### src/sdspi_pkg.sv
`default_nettype none

package sdspi_pkg;

    // item operation codes
    localparam logic OP_START   = 1'b0;
    localparam logic OP_RECEIVE = 1'b1;

    // bus constants
    localparam logic [7:0] BYTE_FILL     = 8'hFF;
    localparam logic [6:0] CRC7_POLY     = 7'h09;
    localparam logic [2:0] TOKEN_CRC_POS = 3'd5;

    // transaction phase, one-hot
    typedef enum logic [3:0] {
        PH_IDLE  = 4'b0001,
        PH_READY = 4'b0010,
        PH_TOKEN = 4'b0100,
        PH_RESP  = 4'b1000
    } t_phase;

    // fold one byte into a crc7, msb first
    function automatic logic [6:0] crc7_byte(input logic [6:0] crc_in, input logic [7:0] data);
        logic [6:0] crc;
        logic       fb;
        crc = crc_in;
        for (int b = 0; b < 8; b++) begin
            fb  = crc[6] ^ data[7 - b];
            crc = {crc[5:0], 1'b0};
            if (fb) begin
                crc = crc ^ CRC7_POLY;
            end
        end
        return crc;
    endfunction

endpackage

`default_nettype wire

### src/sd_spi_command_transaction_core.sv
// SD card SPI command sequencer, one SPI byte exchange per item.
// Input channel (i_valid / o_stall): an item is either a start request
// (i_operation = 0, with command byte and argument) or the byte the card
// returned in the last exchange (i_operation = 1, with received byte).
// Output channel (o_valid / i_stall): exactly one result item per input item,
// giving the next byte to shift out (when o_transmit_valid is set) or the
// captured R1 response (when o_done_res is set).
// An input register feeds the phase logic, which feeds the result register.
// One item is taken every cycle when not stalled; the CRC7 is folded one
// token byte per exchange so each step is a single byte-wide crc update.
// When the receiver stalls, the result register holds and o_stall rises
// only once the input register is also full, so one item waits in each.
// Reset (synchronous, active low) empties both registers and returns the
// sequencer to idle; start items while busy and received bytes while idle
// give an all-zero result.
`default_nettype none

module sd_spi_command_transaction_core (
    input  wire logic        i_clk,
    input  wire logic        i_rst_n,
    input  wire logic        i_valid,
    output logic             o_stall,
    input  wire logic        i_operation,
    input  wire logic [7:0]  i_command_byte,
    input  wire logic [31:0] i_argument,
    input  wire logic [7:0]  i_received_byte,
    output logic             o_valid,
    input  wire logic        i_stall,
    output logic             o_transmit_valid,
    output logic [7:0]       o_transmit_byte,
    output logic             o_done_res,
    output logic [7:0]       o_response
);
    import sdspi_pkg::*;

    // input register
    logic        r_in_valid;
    logic        r_op;
    logic [7:0]  r_cmd_in;
    logic [31:0] r_arg_in;
    logic [7:0]  r_rx;

    // transaction state
    t_phase      r_phase,  n_phase;
    logic [2:0]  r_token_index, n_token_index;
    logic [7:0]  r_held_command, n_held_command;
    logic [31:0] r_held_argument, n_held_argument;
    logic [6:0]  r_crc, n_crc;

    // result register
    logic        r_out_valid;
    logic        r_tv, n_tv;
    logic [7:0]  r_tb, n_tb;
    logic        r_dn, n_dn;
    logic [7:0]  r_rsp, n_rsp;

    logic        advance;
    logic        process;
    logic [7:0]  token_sel;

    // handshake: result register free or being emptied
    assign advance = !r_out_valid || !i_stall;
    assign process = r_in_valid && advance;
    assign o_stall = r_in_valid && !advance;

    // token byte for the current index
    always_comb begin
        unique case (r_token_index)
            3'd0:    token_sel = r_held_command;
            3'd1:    token_sel = r_held_argument[31:24];
            3'd2:    token_sel = r_held_argument[23:16];
            3'd3:    token_sel = r_held_argument[15:8];
            3'd4:    token_sel = r_held_argument[7:0];
            default: token_sel = {r_crc, 1'b1};
        endcase
    end

    // phase logic for one item
    always_comb begin
        n_phase         = r_phase;
        n_token_index   = r_token_index;
        n_held_command  = r_held_command;
        n_held_argument = r_held_argument;
        n_crc           = r_crc;
        n_tv            = 1'b0;
        n_tb            = 8'h00;
        n_dn            = 1'b0;
        n_rsp           = 8'h00;
        if (r_op == OP_START) begin
            if (r_phase == PH_IDLE) begin
                n_held_command  = r_cmd_in;
                n_held_argument = r_arg_in;
                n_token_index   = 3'd0;
                n_phase         = PH_READY;
                n_tv            = 1'b1;
                n_tb            = BYTE_FILL;
            end
        end else begin
            unique case (r_phase)
                PH_READY: begin
                    n_tv = 1'b1;
                    if (r_rx == BYTE_FILL) begin
                        n_tb          = r_held_command;
                        n_crc         = crc7_byte(7'd0, r_held_command);
                        n_token_index = 3'd1;
                        n_phase       = PH_TOKEN;
                    end else begin
                        n_tb = BYTE_FILL;
                    end
                end
                PH_TOKEN: begin
                    n_tv = 1'b1;
                    if (r_token_index <= TOKEN_CRC_POS) begin
                        n_tb          = token_sel;
                        n_token_index = r_token_index + 3'd1;
                        if (r_token_index < TOKEN_CRC_POS) begin
                            n_crc = crc7_byte(r_crc, token_sel);
                        end
                    end else begin
                        n_tb    = BYTE_FILL;
                        n_phase = PH_RESP;
                    end
                end
                PH_RESP: begin
                    if (r_rx[7]) begin
                        n_tv = 1'b1;
                        n_tb = BYTE_FILL;
                    end else begin
                        n_dn          = 1'b1;
                        n_rsp         = r_rx;
                        n_phase       = PH_IDLE;
                        n_token_index = 3'd0;
                    end
                end
                default: begin
                end
            endcase
        end
    end

    // control registers
    always_ff @(posedge i_clk) begin
        if (!i_rst_n) begin
            r_in_valid    <= 1'b0;
            r_out_valid   <= 1'b0;
            r_phase       <= PH_IDLE;
            r_token_index <= 3'd0;
        end else begin
            if (!o_stall) begin
                r_in_valid <= i_valid;
            end
            if (advance) begin
                r_out_valid <= r_in_valid;
            end
            if (process) begin
                r_phase       <= n_phase;
                r_token_index <= n_token_index;
            end
        end
    end

    // payload registers
    always_ff @(posedge i_clk) begin
        if (!o_stall && i_valid) begin
            r_op     <= i_operation;
            r_cmd_in <= i_command_byte;
            r_arg_in <= i_argument;
            r_rx     <= i_received_byte;
        end
        if (process) begin
            r_held_command  <= n_held_command;
            r_held_argument <= n_held_argument;
            r_crc           <= n_crc;
            r_tv            <= n_tv;
            r_tb            <= n_tb;
            r_dn            <= n_dn;
            r_rsp           <= n_rsp;
        end
    end

    assign o_valid          = r_out_valid;
    assign o_transmit_valid = r_tv;
    assign o_transmit_byte  = r_tb;
    assign o_done_res       = r_dn;
    assign o_response       = r_rsp;

    // a captured response never asks for another exchange
    a_done_no_tx: assert property (@(posedge i_clk) disable iff (!i_rst_n)
        (o_valid && o_done_res) |-> !o_transmit_valid)
        else $error("response result also requests a transfer");

    // token index stays within the token while sending it
    a_token_range: assert property (@(posedge i_clk) disable iff (!i_rst_n)
        (r_phase == PH_TOKEN) |-> (r_token_index != 3'd0 && r_token_index <= 3'd6))
        else $error("token index out of range");

    // idle always has a cleared token index
    a_idle_index: assert property (@(posedge i_clk) disable iff (!i_rst_n)
        (r_phase == PH_IDLE) |-> (r_token_index == 3'd0))
        else $error("token index not cleared in idle");

    // a response byte with bit 7 clear ends the transaction
    a_resp_end: assert property (@(posedge i_clk) disable iff (!i_rst_n)
        (process && r_op == OP_RECEIVE && r_phase == PH_RESP && !r_rx[7])
        |=> (r_phase == PH_IDLE && o_valid && o_done_res))
        else $error("response did not close the transaction");

endmodule

`default_nettype wire

### config.mk
export PLATFORM = sky130hd
export DESIGN_NAME = sd_spi_command_transaction_core
export DESIGN_NICKNAME = d
export VERILOG_FILES = /design/src/sdspi_pkg.sv /design/src/sd_spi_command_transaction_core.sv
export SDC_FILE = /design/constraint.sdc
export NUM_CORES = 1
export LEC_CHECK = 0
export BUFFER_PORTS_ARGS = -buffer_cell sky130_fd_sc_hd__clkbuf_2
export CAP_MARGIN = 20
export CORE_MARGIN = 3
export CORE_UTILIZATION = 28
export DETAILED_ROUTE_END_ITERATION = 8
export PLACE_DENSITY = 0.54
export REMOVE_ABC_BUFFERS = 1
export SLEW_MARGIN = 20
export SYNTH_ARGS = -nofsm -noshare
export SYNTH_HDL_FRONTEND = slang
export SYNTH_SLANG_ARGS = --single-unit
### constraint.sdc
create_clock -name i_clk -period 4.8 [get_ports i_clk]
set_input_delay 0.48 -clock i_clk [delete_from_list [all_inputs] [get_ports i_clk]]
set_output_delay 0.48 -clock i_clk [all_outputs]
set_load 0.05 [all_outputs]
# Word-level counts from Yosys, hierarchy flattened
# Index checks and enable logic that the tools add are counted.
[word_totals]
output_inout_bits = 20
word_cells = 179
in_bits = 53
register_bits = 123
[op_classes]
mux = 93
n_reduce_logical = 18
order_cmp = 2
eq_ne = 17
n_bitwise = 32
n_addsub = 1
[op_table]
columns = ["cell", "count"]
rows = [
  ["7-bit 2-to-1 mux", 52],
  ["4-bit 2-to-1 mux", 21],
  ["8-bit 2-to-1 mux", 5],
  ["8-bit one-hot mux with 5 select lines", 1],
  ["2-bit inverter", 15],
  ["8-bit one-hot mux with 3 select lines", 1],
  ["6-bit AND reduction", 3],
  ["3-bit 2-to-1 mux", 5],
  ["1-bit bitwise XOR", 15],
  ["7-bit one-hot mux with 2 select lines", 1],
  ["3-bit inequality test (second input constant)", 4],
  ["4-bit one-hot mux with 3 select lines", 1],
  ["3-bit one-hot mux with 3 select lines", 1],
  ["8-bit equality test (second input constant)", 1],
  ["3-bit by 2-bit equality test with 1-bit output (second input constant)", 2],
  ["2-bit inequality test (second input constant)", 3],
  ["4-bit by 1-bit equality test with 1-bit output (second input constant)", 1],
  ["4-bit by 2-bit equality test with 1-bit output (second input constant)", 1],
  ["4-bit by 3-bit equality test with 1-bit output (second input constant)", 1],
  ["4-bit equality test (second input constant)", 1],
  ["1-bit logical NOT", 4],
  ["1-bit 2-to-1 mux", 4],
  ["4-bit by 1-bit inequality test with 1-bit output (second input constant)", 1],
  ["2-bit nonzero test", 2],
  ["14 further kinds", 17],
]

# Depth between registers and ports, before layout
# Gate-level depths: netlist of the first run.
[depth]
depth_word = 49
ltp_mapped = 10

# Worst setup path after synthesis of the first run
# Ideal clock, no wire load.
[synth_timing]
kind = "flip-flop to flip-flop"
startpoint = "register r_out_valid (netlist: o_valid)"
endpoint = "register r_arg_in[0] (enable)"
setup_time_ns = 0.461
arrival_ns = 3.193
path_stages_with_launch = 3
period_less_slack_ns = 3.653
path_slack_ns = 1.147
path_buffers = 0
t_required_ns = 4.339
cell_sequence = "dfxtp_1 -> and3_1 -> nor2b_1"
[synth_between]
elab_chain_len = 6
[synth_rtl]
columns = ["element", "line_no", "source"]
rows = [
  ["start: declaration", "sd_spi_command_transaction_core.sv:51", "logic r_out_valid;"],
  ["start signal: assignment", "sd_spi_command_transaction_core.sv:153", "r_out_valid <= r_in_valid;"],
  ["1-bit logical NOT", "sd_spi_command_transaction_core.sv:62", "assign advance = !r_out_valid || !i_stall;"],
  ["1-bit logical OR", "sd_spi_command_transaction_core.sv:62", ""],
  ["1-bit logical NOT", "sd_spi_command_transaction_core.sv:64", "assign o_stall = r_in_valid && !advance;"],
  ["1-bit logical AND", "sd_spi_command_transaction_core.sv:64", ""],
  ["via o_stall", "sd_spi_command_transaction_core.sv:22", "output logic o_stall,"],
  ["1-bit logical NOT", "sd_spi_command_transaction_core.sv:164", "if (!o_stall && i_valid) begin"],
  ["1-bit logical AND", "sd_spi_command_transaction_core.sv:164", ""],
  ["end signal: assignment", "sd_spi_command_transaction_core.sv:167", "r_arg_in <= i_argument;"],
  ["end: declaration", "sd_spi_command_transaction_core.sv:40", "logic [31:0] r_arg_in;"],
]
# The timed path passes the listed nets, and every way through them passes these cells.
# A chain may end at the register's enable or synchronous reset.

# Final worst setup path of the first run
[layout_timing]
startpoint = "register r_token_index[2]"
endpoint = "register r_crc[3] (data pin)"
[layout_between]
elab_chain_len = 41
word_cells_on_any_way = 51
cone_classes = "eq/ne (4); mux (40); bitwise (6); reduce/logical (1)"
[layout_rtl]
columns = ["element", "line_no", "source"]
rows = [
  ["start: declaration", "sd_spi_command_transaction_core.sv:45", "logic [2:0] r_token_index, n_token_index;"],
  ["start signal: assignment", "sd_spi_command_transaction_core.sv:157", "r_token_index <= n_token_index;"],
  ["3-bit equality test (tied with other cells)", "sd_spi_command_transaction_core.sv:68", "unique case (r_token_index)"],
  ["8-bit one-hot mux with 5 select lines (*)", "sd_spi_command_transaction_core.sv:68", ""],
  ["1-bit bitwise XOR", "sdspi_pkg.sv:28", "fb = crc[6] ^ data[7 - b];"],
  ["4-bit 2-to-1 mux", "sdspi_pkg.sv:30", "if (fb) begin"],
  ["7-bit 2-to-1 mux", "sd_spi_command_transaction_core.sv:116", "if (r_token_index < TOKEN_CRC_POS) begin"],
  ["7-bit 2-to-1 mux", "sd_spi_command_transaction_core.sv:113", "if (r_token_index <= TOKEN_CRC_POS) begin"],
  ["7-bit 2-to-1 mux", "sd_spi_command_transaction_core.sv:99", "unique case (r_phase)"],
  ["7-bit 2-to-1 mux", "sd_spi_command_transaction_core.sv:89", "if (r_op == OP_START) begin"],
  ["(+25 left out)", "-", ""],
  ["7-bit 2-to-1 mux", "sd_spi_command_transaction_core.sv:113", ""],
  ["7-bit 2-to-1 mux", "sd_spi_command_transaction_core.sv:99", ""],
  ["7-bit 2-to-1 mux", "sd_spi_command_transaction_core.sv:89", ""],
  ["2-bit inverter (no source line) or 1-bit bitwise XOR (tied branches)", "-", ""],
  ["4-bit 2-to-1 mux (*)", "sdspi_pkg.sv:30", ""],
  ["7-bit 2-to-1 mux (*)", "sd_spi_command_transaction_core.sv:116", ""],
  ["7-bit 2-to-1 mux (*)", "sd_spi_command_transaction_core.sv:113", ""],
  ["7-bit one-hot mux with 2 select lines (*)", "sd_spi_command_transaction_core.sv:99", ""],
  ["end signal: assignment", "sd_spi_command_transaction_core.sv:173", "r_crc <= n_crc;"],
  ["end: declaration", "sd_spi_command_transaction_core.sv:48", "logic [6:0] r_crc, n_crc;"],
]
# Mark *: on every way between the ends. The rest lies on a longest branch, timed or not. The select of a mux whose other input is x is not followed.

==> results of run 1 <==
flip-flops by register name, indices dropped and copies added (netlist names), 3 cells and up:
name	cells
r_token_index	3
r_crc	7
o_response	7
o_transmit_byte	8
r_phase	4
r_rx	8
r_cmd_in	8
r_held_argument	32
r_arg_in	32
r_held_command	8
kinds of logic after synthesis:
logic type / count (synthesis)
XOR/XNOR: 20
flip-flops: 122
multiplexers: 12
AND/OR/NAND/NOR: 54
AO/OA/AOI/OAI: 78
adder cells (fa/ha/maj): 5
other: 1
buffers and inverters: 22
worst max-delay path by stage:
stage                     start  slack, ns          end
6_report       r_token_index[2]       1.86     r_crc[3]
5_1_grt        r_token_index[2]       1.59     r_crc[3]
3_3_place_gp   r_token_index[2]       2.04     r_crc[3]
2_1_floorplan           o_valid       1.15  r_arg_in[0]
4_1_cts        r_token_index[2]       1.87     r_crc[3]
3_5_place_dp   r_token_index[2]       1.90     r_crc[3]
worst register-to-register path, delay by kind of cell (launching register included):
family	cells	cell delay [ns]
DFF	1	0.67
and+or+nand+nor	3	0.91
xor gates and xnor gates	1	0.17
adders and majority gates	1	0.35
buffers and inverters	1	0.17
muxes	2	0.41
layout make-up:
| class | count | area, µm² | share of cell area [%] |
|---|---|---|---|
| Clock buffer | 18 | 429.2 | 6.987 |
| Clock inverter | 10 | 130.1 | 2.119 |
| Inverter | 7 | 26.28 | 0.4278 |
| Multi-Input combinational cell | 170 | 1304 | 21.23 |
| Sequential cell | 122 | 3573 | 58.18 |
| Tap cell | 225 | 281.5 | 4.583 |
| Timing Repair Buffer | 75 | 397.9 | 6.478 |
cells in the mapped netlist, drive strengths merged, types with 2 or more instances:
| cell | count |
|---|---|
| ha | 5 |
| o21ai | 25 |
| a21oi | 9 |
| xnor2 | 10 |
| nor2 | 13 |
| a211oi | 3 |
| edfxtp | 113 |
| nor4 | 2 |
| inv | 7 |
| a31oi | 3 |
| o21a | 3 |
| mux2 | 2 |
| nor2b | 5 |
| dfxtp | 9 |
| nor4b | 2 |
| a221oi | 7 |
| nand2 | 6 |
| a222oi | 8 |
| a32oi | 6 |
| mux2i | 10 |
| clkbuf | 8 |
| buf | 7 |
| nor3 | 2 |
| or2 | 2 |
| a21o | 6 |
| nand3 | 3 |
| nand2b | 2 |
| xor2 | 9 |
| nand4 | 3 |
| and2 | 8 |
power by group through the flow:
| stage | Combinational (µW) | Sequential, µW | Clock (µW) |
|---|---|---|---|
| finish | 146 | 1240 | 1220 |
| global route | 162 | 1250 | 1300 |
| CTS | 147 | 1240 | 1250 |
| detailed placement | 147 | 1260 | 0 |
| global placement | 146 | 1260 | 0 |
| floorplan | 70.4 | 1280 | 0 |
per-stage QoR:
| stage | hold WS (ns) | util [%] | std cells | power (µW) |
|---|---|---|---|---|
| after CTS | 0.2175 | 35.27 | 626 | 2641 |
| final | 0.2405 | 35.39 | 627 | 2607 |
| after global placement | 0.4093 | 32.05 | 598 | 1408 |
| after global routing | 0.2246 | 35.39 | 627 | 2704 |
| after floorplan | 0.4003 | - | 299 | 1351 |
| after detailed placement | 0.4045 | 32.05 | 598 | 1410 |
routing by layer:
layer	up-vias	share of wire (%)	GRT usage, %	wire, µm
met1	1391	47	14.38	4679
met2	93	46	15.85	4558
met3	6	5.8	3.402	578
met4	0	0.92	4.995	91
li1	1393	-	-	-
met5	-	0	0	0
==> out/summary.txt, run 1 <==
XOR/XNOR Fraction of Synth Area = 3.821%
RR Startpoint = r_token_index[2]
Detailed Place HPWL = 6.955 mm
Post-CTS Resized = 0
RSZ-0062 raised after global routing = false
count of final setup violators = 0
post-synth cell types = 59
critical path depth = 8
Primary FF master, synth = edfxtp_1
fmax = 340.5 MHz
Ports = 73
crit-path cells = inv_1 > ha_1 > or2_1 > nor2_1 > nor3_1 > mux2_2 > xnor2_1 > mux2i_1
area delta synth->final = 23.40%
post-CTS setup buffers = 0
yosys warns = 0
first-pass GRT wire length = 16.08 mm
post-synth top area cell = edfxtp_1
vias in the first global route = 3024
Critical path buffers and inverters = 1
adder-cell area share of the yosys netlist = 1.257%
overall routing resource usage = 10.72%
CTS sink cnt = 122
final count of hold timing violations = 0
reg-to-reg setup timing slack = 1.86 ns
diode count = 0
compound-cell area share of the yosys netlist = 11.66%
most frequent cells in the layout = edfxtp_1 (113), clkbuf_2 (71), clkbuf_16 (17), o21ai_0 (13), nor2_1 (12)
Starting Density = 28.68%
DR iter-0 viols = 275
TritonCTS clock tree = built
Comb power frac = 5.6%
clock power share = 46.8%
P_int = 2070 µW
largest net degree at the start of global routing = 50
most area-consuming cells after synthesis = edfxtp_1 (68%), dfxtp_1 (3.6%), mux2i_1 (2.0%), xnor2_1 (1.8%), a222oi_1 (1.6%)
WS Path Type = register to register
Pwr Density = 424.4 nW/µm²
Via-to-Cell Ratio = 4.598
Static Leak = 0.002191 µW
DRC viols = 0
slew of the pin with the lowest slew margin = 0.9869 ns
Data arrival, critical path = 3.09 ns
total number of vias = 2883
Reg power frac = 47.6%
Slew Viols, Final = 0
Reg clk slew, reported paths = 0.06 ns
R2R cell count = 8
initial antenna violation count = 0
CP max stage delay = 0.67 ns
routability cong. = 0.7622
CTS Root Cell = clkbuf_16
setup_tns = 0 ns
startpoint class of the critical path = register
grt ovf = 0
Switching Share = 20.61%
sequential share of the synthesized area = 71.79%
worst skew pair latency = 0.41 ns
main combinational cell family by area after synthesis = compound AO/OA/AOI/OAI gates
commonest non-fill, non-tap cell in the layout = edfxtp_1
DR WL/cell = 15.80 µm
min Tclk post-route = 2.937 ns
cells after synthesis = 314
hold path depth = 1
Slew HR = 34.04%
Syn Std Cell Area = 4977 µm²
Synth Register Bits = 122
Port Buffers = 71
total clock buffers created by CTS = 17
Max-cap violations = 0
H-tree depth = 4
DR pass1 iterations = 4
CORE AREA = 17360 µm²
Worst Hold Class = input pin to register
Die Area = 19410 µm²
fin area = 6142 µm²
status = finished, final reports clean
clk buf depth = 2
Site Rows = 48
simple logic cell fraction of the synthesized area = 6.435%
post-route setup slack = 1.863 ns
ys async rst share = 0%
number of synthesized flops with an enable pin = 113
maximum VDD drop = 240.8 µV
Critical R2R Capture = r_crc[3]
Post-Place Cell Area = 5563 µm²
fin nets = 451
Worst EP required = 4.96 ns
Fillers = 1674
Final period util = 61.18%
syn_area_per_cell = 15.85 µm²
hold buffer count at cts = 0
dpl ws = 1.898 ns
Worst path slowest cell = dfxtp_1
DRT Wirelength = 9.908 mm
Synth top area share = 68.17%
Die Span Y = 139.3 µm
delay-heaviest family, CP = simple AND/OR/NAND/NOR gates
die width = 139.3 µm
hold wc startpoint = i_command_byte[6]
share of layout cells above drive strength 1 = 29.10%
Hold Path End = r_cmd_in[6]
CP Capture Type = register
worst-path fanout max = 18
switching power = 537.4 µW
final clock skew = 0.008641 ns
multiplexer share of the synthesized area = 2.464%
ANT nets after route = 0
(Power assumes the default switching activity.)
==> run 2, diff against run 1 <==
- clock period: 4.8 -> 3.03 ns (I/O delays scaled with it)
==> run 2 against run 1 <==
Net effect: critical path depth stayed put; first-iteration DRC count decreased by 32%; hold slack got worse by 0.18 ns; critical endpoint unchanged; total power rose by 62%.
==> out/summary.txt, run 2 (synthesis gave the netlist of run 1 again) <==
share of layout cells above drive strength 1 = 30.56% (+1.5 points)
total clock buffers created by CTS = 17 (unchanged)
slew of the pin with the lowest slew margin = 1.021 ns (+0.03391 ns)
Critical R2R Capture = r_crc[3]
post-route setup slack = 0.4058 ns (-1.457 ns)
final count of hold timing violations = 0 (unchanged)
Slew HR = 31.32% (-2.7 points)
area delta synth->final = 24.36%
RR Startpoint = r_token_index[0]
Hold Path End = r_arg_in[22]
Die Area = 19410 µm² (unchanged)
Static Leak = 0.002229 µW (+1.7%)
total number of vias = 2881 (-0.069%)
CTS Root Cell = clkbuf_16
Ports = 73 (unchanged)
Via-to-Cell Ratio = 4.544 (-1.2%)
Slew Viols, Final = 0 (unchanged)
Inst Count DP = 602 (+0.67%)
overall routing resource usage = 10.70% (-0.019 points)
Port Buffers = 71 (unchanged)
worst skew pair latency = 0.41 ns (about the same)
reg-to-reg setup timing slack = 0.41 ns (-1.46 ns)
DRC viols = 0 (unchanged)
Worst path slowest cell = ha_1
DR iter-0 viols = 187 (-32%)
crit-path cells = inv_1 > ha_1 > a32oi_1 > o21ai_1 > xor2_1 > mux2_2 > xnor2_1 > mux2i_1
WS Path Type = register to register
status = finished, final reports clean
Register Area = 3573 µm² (unchanged)
startpoint class of the critical path = register
Max-cap violations = 0 (unchanged)
Worst Hold Class = input pin to register
fmax = 381.1 MHz (+12%)
setup_tns = 0 ns (unchanged)
R2R cell count = 8 (unchanged)
clk buf depth = 2 (unchanged)
post-CTS setup buffers = 0 (unchanged)
ANT nets after route = 0 (unchanged)
Reg clk slew, reported paths = 0.06 ns (about the same)
Final period util = 86.61% (+25 points)
fin nets = 454 (+0.67%)
grt ovf = 0 (unchanged)
Pwr Density = 680.3 nW/µm² (+60%)
Post-CTS Resized = 0 (unchanged)
min Tclk post-route = 2.624 ns (-0.3125 ns)
Site Rows = 48 (unchanged)
biggest registers after layout = r_arg_in: 32 flops, r_held_argument: 32 flops
Detailed Place HPWL = 6.811 mm (-2.1%)
hold path depth = 1 (unchanged)
Die Span Y = 139.3 µm (unchanged)
die width = 139.3 µm (unchanged)
final clock skew = 0.008725 ns (+0.00008363 ns)
DR pass1 iterations = 5 (+1)
Worst EP required = 3.18 ns (-1.78 ns)
dpl ws = 0.4804 ns (-1.417 ns)
routability cong. = 0.8106 (+6.4%)
hold buffer count at cts = 0 (unchanged)
maximum VDD drop = 381.0 µV (+58%)
Data arrival, critical path = 2.78 ns (-0.31 ns)
largest net degree at the start of global routing = 50 (unchanged)
commonest non-fill, non-tap cell in the layout = edfxtp_1
most frequent cells in the layout = edfxtp_1 (113), clkbuf_2 (71), clkbuf_16 (17), o21ai_0 (13), nor2_1 (12)
worst-path fanout max = 16 (-2)
H-tree depth = 4 (unchanged)
RSZ-0062 raised after global routing = false
CTS sink cnt = 122 (unchanged)
CP Capture Type = register
initial antenna violation count = 0 (unchanged)
CORE AREA = 17360 µm² (unchanged)
Fillers = 1661 (-0.78%)
vias in the first global route = 3069 (+1.5%)
first-pass GRT wire length = 16.19 mm (+0.68%)
count of final setup violators = 0 (unchanged)
non-filler cells, final = 634 (+1.1%)
CP max stage delay = 0.55 ns (-0.12 ns)
hold wc startpoint = i_argument[22]
DR WL/cell = 15.55 µm (-1.6%)
Starting Density = 28.68% (unchanged)
DRT Wirelength = 9.860 mm (-0.48%)
diode count = 0 (unchanged)
Multi-input gate area = 1304 µm² (unchanged)
TritonCTS clock tree = built
## run 2: routing by layer
layer  wire length, µm  up-vias  track usage (%)
met4               177        0            4.222
met2              4430       92            16.11
met3               619       14            3.986
li1                  -     1398                -
met5                 0        -                0
met1              4632     1377            14.05
## run 2: layout make-up
cell class	instances	share of cell area, %
multi-input cells	170	21.06
clock inverters	15	2.769
inverters	7	0.4245
well taps	225	4.548
flip-flops and latches	122	57.73
clock buffers	17	6.873
repair buffers	78	6.590
## run 2: worst max path at each step
stage / cells past startpoint / to / start
after floorplan: 2 / r_arg_in[0] / o_valid
after global placement: 8 / r_crc[5] / r_token_index[0]
after detailed placement: 8 / r_crc[3] / r_token_index[0]
after CTS: 8 / r_crc[3] / r_token_index[0]
after global routing: 8 / r_crc[3] / r_token_index[0]
final: 8 / r_crc[3] / r_token_index[0]
## run 2: critical path: cells and delay by family, from the launching register on
kind,cells,cell delay [ns]
XOR/XNOR,2,0.43
buffers and inverters,1,0.12
multiplexers,2,0.52
AO/OA/AOI/OAI,2,0.40
flip-flops,1,0.34
adder cells (fa/ha/maj),1,0.55
## run 2: report_power, final
| group | leakage, µW | total, µW | internal, µW | switching, µW |
|---|---|---|---|---|
| Combinational | 0.000796 | 231 | 86.9 | 145 |
| Clock | 0.000289 | 2020 | 1290 | 725 |
| Sequential | 0.00114 | 1960 | 1930 | 35.8 |
## run 2: stage by stage
stage	utilization [%]	power (µW)	area, µm²	hold slack, ns
after floorplan	-	2141	4880	0.3830
after global routing	35.66	4381	6190	0.03971
final	35.66	4211	6190	0.06310
after detailed placement	32.22	2234	5593	0.4045
after global placement	32.22	2230	5593	0.4081
after CTS	35.66	4271	6190	0.04124
==> run 3, diff against run 2 <==
--- a/config.mk
+++ b/config.mk
@@ -12,2 +12,3 @@
 export DETAILED_ROUTE_END_ITERATION = 8
+export GPL_TIMING_DRIVEN = 0
 export PLACE_DENSITY = 0.54
--- a/constraint.sdc
+++ b/constraint.sdc
@@ -3,2 +3,2 @@
 set_output_delay 0.303 -clock i_clk [all_outputs]
-set_load 0.05 [all_outputs]
+set_load 0.1 [all_outputs]
==> run 3 against run 2 <==
Net effect: hold slack lost 0.0036 ns; routed wire length hardly changed; sequential cell count stayed put; cell count down 0.63%; combinational power grew 23%; highest routed layer unchanged; cell area decreased by 0.61%; clock-buffer cell count increased by 2; register-to-register slack got worse by 0.14 ns; largest cell class unchanged; worst setup slack worse by 0.14 ns; critical path type unchanged; via count increased by 0.45%; clock skew about the same.
==> out/summary.txt, run 3 (synthesis gave the netlist of run 1 again) <==
overall routing resource usage = 10.79% (+0.088 points)
Starting Density = 28.68% (unchanged)
setup_tns = 0 ns (unchanged)
delay-heaviest family, CP = simple AND/OR/NAND/NOR gates
initial antenna violation count = 0 (unchanged)
WL met2 = 4.510 mm (+1.8%)
DRC viols = 0 (unchanged)
Site Rows = 48 (unchanged)
WS Path Type = register to register
DR WL met3 = 639 µm (+3.2%)
CTS sink cnt = 122 (unchanged)
DR iter-0 viols = 237 (+27%)
diode count = 0 (unchanged)
status = finished, final reports clean
clk buf depth = 2 (unchanged)
ANT nets after route = 0 (unchanged)
Post-Route M1 WL = 4.521 mm (-2.4%)
Post-Place Cell Area = 5603 µm² (+0.18%)
Max-cap violations = 0 (unchanged)
Slew HR = 38.68% (+7.4 points)
Inst Count DP = 598 (-0.66%)
Worst Hold Class = input pin to register
Data arrival, critical path = 2.93 ns (+0.15 ns)
post-CTS setup buffers = 0 (unchanged)
first-pass GRT wire length = 15.96 mm (-1.4%)
Slew Viols, Final = 0 (unchanged)
Post-Route Utilization = 35.45% (-0.22 points)
TritonCTS clock tree = built
grt ovf = 0 (unchanged)
startpoint class of the critical path = register
Die Area = 19410 µm² (unchanged)
largest net degree at the start of global routing = 31 (-38%)
DRT Wirelength = 9.863 mm (about the same)
Detailed Place HPWL = 6.684 mm (-1.9%)
routability cong. = 0.7575 (-6.6%)
H-tree depth = 4 (unchanged)
RSZ-0062 raised after global routing = false
Reg clk slew, reported paths = 0.06 ns (about the same)
Port Buffers = 71 (unchanged)
slew of the pin with the lowest slew margin = 0.9113 ns (-0.1094 ns)
commonest non-fill, non-tap cell in the layout = edfxtp_1
total number of vias = 2894 (+0.45%)
Via-to-Cell Ratio = 4.594 (+1.1%)
CORE AREA = 17360 µm² (unchanged)
DR WL/cell = 15.66 µm (+0.67%)
DR pass1 iterations = 5 (unchanged)
overall power = 4034 µW (-4.2%)
die width = 139.3 µm (unchanged)
Critical path buffers and inverters = 1 (unchanged)
non-filler cells, final = 630 (-0.63%)
area delta synth->final = 23.60%
fmax = 362.1 MHz (-5.0%)
Ports = 73 (unchanged)
CTS Root Cell = clkbuf_16
Worst path slowest cell = dfxtp_2
Final period util = 91.14% (+4.5 points)
worst skew pair latency = 0.42 ns (about the same)
CP max stage delay = 0.55 ns (about the same)
crit-path cells = inv_1 > ha_1 > or2_1 > nor2_2 > nor3_1 > mux2_2 > xnor2_1 > mux2i_1
count of final setup violators = 0 (unchanged)
Die Span Y = 139.3 µm (unchanged)
fin area = 6152 µm² (-0.61%)
most frequent cells in the layout = edfxtp_1 (113), clkbuf_2 (71), clkbuf_16 (17), o21ai_0 (13)
share of layout cells above drive strength 1 = 29.88% (-0.69 points)
maximum VDD drop = 384.2 µV (+0.84%)
final count of hold timing violations = 0 (unchanged)
Static Leak = 0.002184 µW (-2.0%)
biggest registers after layout = r_arg_in: 32 flops, r_held_argument: 32 flops
hold buffer count at cts = 0 (unchanged)
CP Capture Type = register
Max Used Layer = met4
total clock buffers created by CTS = 17 (unchanged)
min Tclk post-route = 2.761 ns (+0.1373 ns)
worst-path fanout max = 18 (+2)
vias in the first global route = 3066 (-0.098%)
fin nets = 450 (-0.88%)
Worst EP required = 3.19 ns (about the same)
Pwr Density = 655.7 nW/µm² (-3.6%)
final clock skew = 0.008374 ns (-0.0003508 ns)
-- run 3: power by group --
group | internal, µW | switching (µW) | total (µW)
logic | 91.1 | 193 | 284
registers | 1930 | 35.9 | 1960
clock network | 1050 | 740 | 1790
total | 3070 | 969 | 4030
-- run 3: path summary, 6_finish.rpt --
check	start	to	slack, ns	cells after the start
min reg2reg	r_arg_in[13]	r_held_argument[13]	0.42	0
max reg2reg	r_token_index[2]	r_crc[3]	0.27	8
max	r_token_index[2]	r_crc[3]	0.27	8
min	i_argument[9]	r_arg_in[9]	0.06	1
-- run 3: final cells by class --
cell class | instances | area [µm²]
well taps | 225 | 281.5
clock inverters | 13 | 96.34
inverters | 7 | 26.28
flip-flops and latches | 122 | 3575
fillers | 1690 | 11200
multi-input cells | 170 | 1323
repair buffers | 74 | 417.9
clock buffers | 19 | 432.9
-- run 3: per-layer routing --
layer  global-route usage, %  vias to the layer above
li1                        -                     1393
met1                   13.88                     1396
met2                   15.85                       91
met3                   4.674                       14
met4                   4.737                        0
met5                       0                        -
-- run 3: metrics by stage --
| step | setup WS, ns | hold slack [ns] |
|---|---|---|
| 6_report | 0.2685 | 0.05950 |
| 5_1_grt | 0.03762 | 0.03075 |
| 4_1_cts | 0.02466 | 0.03806 |
| 3_5_place_dp | -0.1877 | 0.4045 |
| 3_3_place_gp | -1.372 | 0.4067 |
| 2_1_floorplan | -1.135 | 0.3830 |
-- run 3: repair_timing --
item                       CTS  global route
gates resized for setup      1             1
cloned                       0             0
setup endpoints to repair    2             2
-- run 3: worst reg2reg max path: stages (launching register included) --
cell and delay (ns):
dfxtp_2 0.55, inv_1 0.18, ha_1 0.38, or2_1 0.34, nor2_2 0.34, nor3_1 0.15
mux2_2 0.31, xnor2_1 0.17, mux2i_1 0.09
